<file path="src/assert_macros.svh">
// Assertion macros used by the top-level RTL file of the stripe pattern generator.
`ifndef ASSERT_MACROS_SVH
`define ASSERT_MACROS_SVH

// Checks that an implication holds at every rising edge of clk, outside reset.
`define ASSERT_IMPL(label, cond, prop, msg) \
	label: assert property (@(posedge clk) disable iff (!arst_n) (cond) |-> (prop)) \
		else $error(msg);

// Checks that a condition leads to a property on the following edge, outside reset.
`define ASSERT_NEXT(label, cond, prop, msg) \
	label: assert property (@(posedge clk) disable iff (!arst_n) (cond) |=> (prop)) \
		else $error(msg);

`endif

</file>
<file path="src/gcsp_pkg.sv">
// Package with types, constants and helper functions of the stripe pattern generator.
`default_nettype none

package gcsp_pkg;

	// Coordinate width of the pixel inputs.
	localparam int COORD_BITS = 12;

	// Widths of the configuration registers.
	localparam int SIZE_W  = 13;
	localparam int LIMIT_W = 4;
	localparam int PAT_W   = 6;
	localparam int NBITS_W = 4;
	localparam int OFF_W   = 12;
	localparam int SUM_W   = 16;
	localparam int CFG_IDX_W = 3;
	localparam int CFG_DATA_W = SIZE_W;

	// Register indexes of the configuration port.
	localparam logic [CFG_IDX_W-1:0] REG_FRAME_WIDTH   = 3'd0;
	localparam logic [CFG_IDX_W-1:0] REG_FRAME_HEIGHT  = 3'd1;
	localparam logic [CFG_IDX_W-1:0] REG_BITS_LIMIT    = 3'd2;
	localparam logic [CFG_IDX_W-1:0] REG_PATTERN_INDEX = 3'd3;

	// Reset values of the registers.
	localparam logic [SIZE_W-1:0]  RESET_WIDTH  = 13'd1024;
	localparam logic [SIZE_W-1:0]  RESET_HEIGHT = 13'd768;
	localparam logic [LIMIT_W-1:0] RESET_LIMIT  = 4'd4;
	localparam logic [PAT_W-1:0]   RESET_INDEX  = 6'd0;

	// Output gray levels.
	localparam logic [7:0] LEVEL_WHITE = 8'd255;
	localparam logic [7:0] LEVEL_BLACK = 8'd0;

	typedef struct packed {
		logic [COORD_BITS-1:0] pixel_row;
		logic [COORD_BITS-1:0] pixel_col;
	} pixel_in_t;

	typedef struct packed {
		logic [7:0] intensity;
		logic       bad_pattern;
	} pixel_out_t;

	// Number of Gray bits for a frame size: bit length of size-1, at least one.
	function automatic logic [NBITS_W-1:0] bits_for(input logic [SIZE_W-1:0] size);
		logic [SIZE_W-1:0]  m;
		logic [NBITS_W-1:0] n;
		m = size - SIZE_W'(1);
		n = NBITS_W'(1);
		if (size > SIZE_W'(1)) begin
			for (int i = 0; i < SIZE_W; i++) begin
				if (m[i]) begin
					n = NBITS_W'(i + 1);
				end
			end
		end
		return n;
	endfunction

	// Centring offset: half the gap between the power of two and the frame size.
	function automatic logic [OFF_W-1:0] center_offset(input logic [SIZE_W-1:0] size,
			input logic [NBITS_W-1:0] nbits);
		logic [SIZE_W:0] pow;
		logic [SIZE_W:0] diff;
		pow  = (SIZE_W+1)'(1) << nbits;
		diff = pow - {1'b0, size};
		return diff[OFF_W:1];
	endfunction

endpackage

`default_nettype wire

</file>
<file path="src/gray_code_stripe_pattern_pixel.sv">
// Top level of the Gray-code stripe pattern pixel generator.
//
//  channel   direction  handshake              payload
//  in        input      in_valid / in_ready    in_data  (pixel_row, pixel_col)
//  out       output     out_valid / out_ready  out_data (intensity, bad_pattern)
//  cfg       input      cfg_valid / cfg_ready  cfg_index, cfg_data
//
// Each accepted pixel passes an input register and then a result register, with
// the pattern logic between them; one pixel per clock while out_ready is high.
// Reset clears the valid flags and loads the register defaults; cfg_ready is
// always high. A stalled output holds its result while the input register
// still takes one more transaction; in_ready falls only when both are full.
`default_nettype none

`include "assert_macros.svh"

module gray_code_stripe_pattern_pixel (
	input  wire logic                                clk,
	input  wire logic                                arst_n,
	input  wire logic                                in_valid,
	output logic                                     in_ready,
	input  wire gcsp_pkg::pixel_in_t                 in_data,
	output logic                                     out_valid,
	input  wire logic                                out_ready,
	output gcsp_pkg::pixel_out_t                     out_data,
	input  wire logic                                cfg_valid,
	output logic                                     cfg_ready,
	input  wire logic [gcsp_pkg::CFG_IDX_W-1:0]      cfg_index,
	input  wire logic [gcsp_pkg::CFG_DATA_W-1:0]     cfg_data
);

	// Configuration registers.
	logic [gcsp_pkg::SIZE_W-1:0]  frame_width_q;
	logic [gcsp_pkg::SIZE_W-1:0]  frame_height_q;
	logic [gcsp_pkg::LIMIT_W-1:0] bits_limit_q;
	logic [gcsp_pkg::PAT_W-1:0]   pattern_index_q;

	// Pipeline registers.
	logic                 valid_s1;
	gcsp_pkg::pixel_in_t  pixel_s1;
	gcsp_pkg::pixel_out_t result_s2;
	logic                 valid_s2;

	// Derived frame quantities.
	logic [gcsp_pkg::NBITS_W-1:0] vbits;
	logic [gcsp_pkg::NBITS_W-1:0] hbits;
	logic [gcsp_pkg::OFF_W-1:0]   voff;
	logic [gcsp_pkg::OFF_W-1:0]   hoff;
	logic [gcsp_pkg::NBITS_W-1:0] count;

	// Pattern evaluation.
	logic [gcsp_pkg::SUM_W-1:0]   col_sum;
	logic [gcsp_pkg::SUM_W-1:0]   row_sum;
	logic [gcsp_pkg::SUM_W-1:0]   col_gray;
	logic [gcsp_pkg::SUM_W-1:0]   row_gray;
	logic [gcsp_pkg::PAT_W:0]     col_end;
	logic [gcsp_pkg::PAT_W:0]     row_end;
	logic [gcsp_pkg::PAT_W-1:0]   half_p;
	logic [3:0]                   col_bit;
	logic [4:0]                   row_bit_wide;
	logic [3:0]                   row_bit;
	logic                         hit;
	gcsp_pkg::pixel_out_t         result_d;

	logic advance_s2;
	logic advance_s1;

	assign cfg_ready  = 1'b1;
	assign advance_s2 = !valid_s2 || out_ready;
	assign advance_s1 = !valid_s1 || advance_s2;
	assign in_ready   = advance_s1;
	assign out_valid  = valid_s2;
	assign out_data   = result_s2;

	// Register writes from the configuration port; unknown indexes are dropped.
	always_ff @(posedge clk or negedge arst_n) begin
		if (!arst_n) begin
			frame_width_q   <= gcsp_pkg::RESET_WIDTH;
			frame_height_q  <= gcsp_pkg::RESET_HEIGHT;
			bits_limit_q    <= gcsp_pkg::RESET_LIMIT;
			pattern_index_q <= gcsp_pkg::RESET_INDEX;
		end else if (cfg_valid && cfg_ready) begin
			case (cfg_index)
				gcsp_pkg::REG_FRAME_WIDTH: begin
					frame_width_q <= cfg_data;
				end
				gcsp_pkg::REG_FRAME_HEIGHT: begin
					frame_height_q <= cfg_data;
				end
				gcsp_pkg::REG_BITS_LIMIT: begin
					bits_limit_q <= cfg_data[gcsp_pkg::LIMIT_W-1:0];
				end
				gcsp_pkg::REG_PATTERN_INDEX: begin
					pattern_index_q <= cfg_data[gcsp_pkg::PAT_W-1:0];
				end
				default: begin
				end
			endcase
		end
	end

	// Bit counts, centring offsets and the number of stripe pairs per direction.
	always_comb begin
		vbits = gcsp_pkg::bits_for(frame_width_q);
		hbits = gcsp_pkg::bits_for(frame_height_q);
		voff  = gcsp_pkg::center_offset(frame_width_q, vbits);
		hoff  = gcsp_pkg::center_offset(frame_height_q, hbits);
		count = vbits;
		if (hbits < count) begin
			count = hbits;
		end
		if (bits_limit_q < count) begin
			count = bits_limit_q;
		end
	end

	// Gray code of the centred coordinates and the selected stripe bit.
	always_comb begin
		col_sum  = gcsp_pkg::SUM_W'(pixel_s1.pixel_col) + gcsp_pkg::SUM_W'(voff);
		row_sum  = gcsp_pkg::SUM_W'(pixel_s1.pixel_row) + gcsp_pkg::SUM_W'(hoff);
		col_gray = col_sum ^ (col_sum >> 1);
		row_gray = row_sum ^ (row_sum >> 1);
		half_p   = pattern_index_q >> 1;
		col_end  = (gcsp_pkg::PAT_W+1)'({count, 1'b0}) + (gcsp_pkg::PAT_W+1)'(2);
		row_end  = (gcsp_pkg::PAT_W+1)'({count, 2'b00}) + (gcsp_pkg::PAT_W+1)'(2);
		col_bit  = vbits - half_p[3:0];
		row_bit_wide = 5'(hbits) + 5'(count) - half_p[4:0];
		row_bit  = row_bit_wide[3:0];
		hit      = 1'b0;
		result_d.intensity   = gcsp_pkg::LEVEL_BLACK;
		result_d.bad_pattern = 1'b0;
		if (pattern_index_q < gcsp_pkg::PAT_W'(2)) begin
			// White then black reference frames.
			result_d.intensity = pattern_index_q[0] ? gcsp_pkg::LEVEL_BLACK
				: gcsp_pkg::LEVEL_WHITE;
		end else if ({1'b0, pattern_index_q} < col_end) begin
			// Column stripes, odd indexes inverted.
			hit = col_gray[col_bit] ^ pattern_index_q[0];
			result_d.intensity = hit ? gcsp_pkg::LEVEL_WHITE : gcsp_pkg::LEVEL_BLACK;
		end else if ({1'b0, pattern_index_q} < row_end) begin
			// Row stripes, odd indexes inverted.
			hit = row_gray[row_bit] ^ pattern_index_q[0];
			result_d.intensity = hit ? gcsp_pkg::LEVEL_WHITE : gcsp_pkg::LEVEL_BLACK;
		end else begin
			result_d.bad_pattern = 1'b1;
		end
	end

	// Valid flags of the two stages.
	always_ff @(posedge clk or negedge arst_n) begin
		if (!arst_n) begin
			valid_s1 <= 1'b0;
			valid_s2 <= 1'b0;
		end else begin
			if (advance_s1) begin
				valid_s1 <= in_valid;
			end
			if (advance_s2) begin
				valid_s2 <= valid_s1;
			end
		end
	end

	// Payload of the two stages.
	always_ff @(posedge clk) begin
		if (advance_s1 && in_valid) begin
			pixel_s1 <= in_data;
		end
		if (advance_s2 && valid_s1) begin
			result_s2 <= result_d;
		end
	end

	// Assertions.
	`ASSERT_NEXT(a_accept_fills_s1, in_valid && in_ready, valid_s1,
		"accepted transaction did not reach the input register")
	`ASSERT_IMPL(a_ready_low_only_full, !in_ready, valid_s1 && valid_s2 && !out_ready,
		"input stalled while a stage was free")
	`ASSERT_IMPL(a_level_binary, out_valid,
		(out_data.intensity == gcsp_pkg::LEVEL_WHITE) ||
		(out_data.intensity == gcsp_pkg::LEVEL_BLACK),
		"intensity is neither black nor white")
	`ASSERT_IMPL(a_bad_is_black, out_valid && out_data.bad_pattern,
		out_data.intensity == gcsp_pkg::LEVEL_BLACK,
		"bad pattern index with nonzero intensity")

endmodule

`default_nettype wire
</file>
<file path="config.mk">
export PLATFORM = sky130hd
export DESIGN_NAME = gray_code_stripe_pattern_pixel
export DESIGN_NICKNAME = d
export VERILOG_FILES = /design/src/gcsp_pkg.sv /design/src/gray_code_stripe_pattern_pixel.sv
export VERILOG_INCLUDE_DIRS = /design/src /design/src/src
export SDC_FILE = /design/constraint.sdc
export NUM_CORES = 1
export LEC_CHECK = 0
export ABC_CLOCK_PERIOD_IN_PS = 7400
export BUFFER_PORTS_ARGS = -buffer_cell sky130_fd_sc_hd__buf_2
export CAP_MARGIN = 10
export CORE_MARGIN = 2
export CORE_UTILIZATION = 40
export DETAILED_ROUTE_END_ITERATION = 12
export PLACE_DENSITY = 0.71
export SKIP_LAST_GASP = 1
export SYNTH_ARGS = -nofsm -noshare
export SYNTH_HDL_FRONTEND = slang
export SYNTH_SLANG_ARGS = --single-unit
</file>
<file path="constraint.sdc">
create_clock -name clk -period 7.4 [get_ports clk]
set_input_delay 0 -clock clk [delete_from_list [all_inputs] [get_ports clk]]
set_output_delay 0 -clock clk [all_outputs]
set_load 0.005 [all_outputs]
</file>
==> flow_summary.ini <==
[critical_path]
cp_capture_type = flip-flop
crit_path_max_fanout = 8
crit_path_max_delay_family = simple AND/OR/NAND/NOR gates
critical_path_required_ns = 7.49
critPathBufInv = 3
timing.critical_path.from_type = flip-flop
cp_slowest_cell = or4_4
critical_path.max_stage_delay_ns = 0.58
worstSetupPathType = flip-flop to flip-flop
crit_top_cell = ha_1
critical_path_arrival_ns = 7.30

[synthesis]
synth_largest_area_cell = ha_1
postSynthAreaPerCell_sq_um = 8.46
netlist_area_sq_um = 7250
count_of_flip_flops_with_a_built_in_enable_after_synthesis = 26
synth_fp_nets = 985
postSynthCellCount = 857
ys.flop_type = dfrtp_1
ys_warn_count = 0
synth.lib_cells_used.distinct = 99
ys_ff_latch = 64
synth_area_leaders = ha_1 (13%), dfrtp_1 (12%), edfxtp_1 (11%), xnor2_1 (5.0%), o21ai_0 (4.2%)
share_of_flip_flops_with_an_asynchronous_set_or_reset = 0.594
synth-seq-area-share = 0.240
synth_top_cell_area_share = 0.129

[routing]
drc_errors = 0
route.vias.total = 6880
route.detailed.vias_per_inst = 5.68
first_pass_iters = 5
wire_per_inst_um = 16.2
initialDrtViolationCount = 562
detail_route_antenna_nets = 0
wirelength_um = 19600

[die]
die_area_sq_um = 19200
die_width_um = 139
floorplan.die.height_um = 139
io-pin-count = 57
rows = 49
initial_utilization = 0.405
core_outline_area_sq_um = 17900

[sta]
period_share = 0.974
max_clock_freq_ghz = 0.139
final_max_slew_viol_count = 0
worst_hold_slack_ns = 0.0217
tightest_slew_ns = 1.11
max_slew_margin = 0.249
final.setup.worst_slack_ns = 0.193
layout_min_cycle_time_ns = 7.21
clock-skew-final_ns = 0.0126
timing.final.setup_violations = 0
finalHoldViolCount = 0

[clock_tree]
tritoncts_num_sinks = 64
clock_pin_transition_on_the_worst_setup_and_hold_timing_paths_ns = 0.06
cts-htree-levels = 3
clk_root_buffer_cell = clkbuf_16
tritoncts = built
clkLatencyLatePin_ns = 0.35
tritoncts.num_buffers = 9
clock_tree.buffer_depth = 2

[place]
dpl.cell_count = 1147
dp_slack_ns = 0.0554
place_congestion = 0.965
dpl.hpwl_um = 15000
numPortBuffers = 55

[grt]
first_global_vias = 6406
grt_usage = 0.202
grt_pass1_wl_um = 31600
grt_antenna_before_repair = 0
grt_remaining_overflow = 0
largest_net_degree_at_the_start_of_global_routing = 39

[final_layout]
n_antenna_cell = 0
drive_gt1_frac = 0.208
post_layout_nonfiller_instances = 1212
syn2layout_area_growth_pct = 22.7
finish.net_count = 1106
final.fill_count = 1727

[power]
ir_worst_vdd_mv = 0.244
power_dens_cells_nw_per_um2 = 423
total_leakage_power_nw = 3.87

[status]
outcome = finished, final reports clean

[hold_path]
worst_hold_path_type = input pin to flip-flop

[run]
drv.max_cap_violation_count = 0
-- what timing repair did --
| item | 4_1_cts | 5_1_grt |
|---|---|---|
| endpoints found under the setup margin | 0 | 1 |
| hold buffers | 40 | 0 |
| resized for setup | 0 | 44 |
| buffers inserted | 0 | 9 |
| endpoints found under the hold margin | 82 | 0 |
-- Yosys cell counts, drive strengths merged, types with 9 or more instances --
cell type,count
inv,70
nor2b,12
or2,9
a21oi,49
o211ai,11
xnor2,42
a21o,20
nor3,31
o21ai,64
nor2,56
xor2,16
nand2,68
nor4,14
mux2,15
ha,75
nand3,15
edfxtp,26
buf,18
nand2b,16
clkbuf,16
dfrtp,34
a211oi,10
a31oi,9
-- cell families (layout without fill, tap and decap cells) --
kind of cell,Yosys count,in the layout,synth area share
buffers and inverters,104,230,0.0614
and+or+nand+nor,282,282,0.209
muxes,22,22,0.0352
xor gates and xnor gates,58,58,0.0711
AOI/OAI and AO/OA,243,243,0.231
DFF,64,64,0.240
other,1,1,0.000517
adders and majority gates,83,83,0.152
-- through the flow --
stage	area [sq um]	util	total power [mW]	TNS [ns]
2_1_floorplan	7250	-	2.52	0
3_3_place_gp	7950	0.444	3.02	0
3_5_place_dp	7950	0.444	3.07	0
4_1_cts	8660	0.484	3.57	0
5_1_grt	8900	0.497	4.08	-0.0870
6_report	8900	0.497	3.76	0
-- cell usage in the layout (no fill, tap or decap), drive strengths merged, types with 6 or more instances in the layout --
master and count:
buf 104, ha 75, inv 70, nand2 68, o21ai 64, nor2 56
a21oi 49, xnor2 42, dlygate4sd3 40, dfrtp 34, nor3 31, edfxtp 26
a21o 20, nand2b 16, xor2 16, nand3 15, mux2 15, nor4 14
nor2b 12, clkbuf 12, o211ai 11, a211oi 10, a31oi 9, or2 9
nand4 8, o21a 8, or3 8, fa 8, o22ai 8, and2 7
and3 7, o31ai 7, mux2i 6, a311oi 6, nor3b 6
-- layer usage --
metal | vias to the layer above | wire length [um] | part of all wire | track usage
met5 | - | 0 | 0 | 0
met4 | 0 | 592 | 0.030 | 0.0813
met3 | 40 | 1320 | 0.067 | 0.0404
met2 | 219 | 9050 | 0.46 | 0.328
met1 | 3241 | 8620 | 0.44 | 0.265
li1 | 3380 | - | - | -
-- layout make-up --
class,instances,area (sq um),share of cell area
Tap cell,229,287,0.0322
Inverter,70,263,0.0295
Clock inverter,4,68.8,0.00774
Clock buffer,12,236,0.0266
Multi-Input combinational cell,689,5260,0.591
Sequential cell,64,1740,0.195
Timing Repair Buffer,144,1050,0.118
-- path summary, 6_finish.rpt --
path | cells past startpoint | slack [ns] | start | to
max | 33 | 0.19 | frame_height_q[1]$_DFFE_PN0P_ | out_data[7]$_DFFE_PP_
min | 2 | 0.02 | cfg_data[0] | pattern_index_q[0]$_DFFE_PN0P_
max reg2reg | 33 | 0.19 | frame_height_q[1]$_DFFE_PN0P_ | out_data[7]$_DFFE_PP_
min reg2reg | 1 | 0.48 | valid_s1$_DFFE_PN0N_ | out_valid$_DFFE_PN0P_
max in group asynchronous | 2 | 6.42 | arst_n | frame_height_q[2]$_DFFE_PN0P_
min in group asynchronous | 2 | 0.34 | arst_n | valid_s1$_DFFE_PN0N_
-- registers in the layout, indices dropped and copies added (netlist names) --
| signal | count |
|---|---|
| pattern_index_q | 6 |
| out_data | 2 |
| pixel_s1 | 24 |
| frame_height_q | 13 |
| valid_s1 | 1 |
| bits_limit_q | 4 |
| out_valid | 1 |
| frame_width_q | 13 |
-- report_power, final --
part / internal [mW] / switching [mW] / total, mW
logic: 1.33 / 1.45 / 2.78
clock network: 0.294 / 0.162 / 0.456
registers: 0.438 / 0.0864 / 0.525
(Power assumes the default switching activity.)
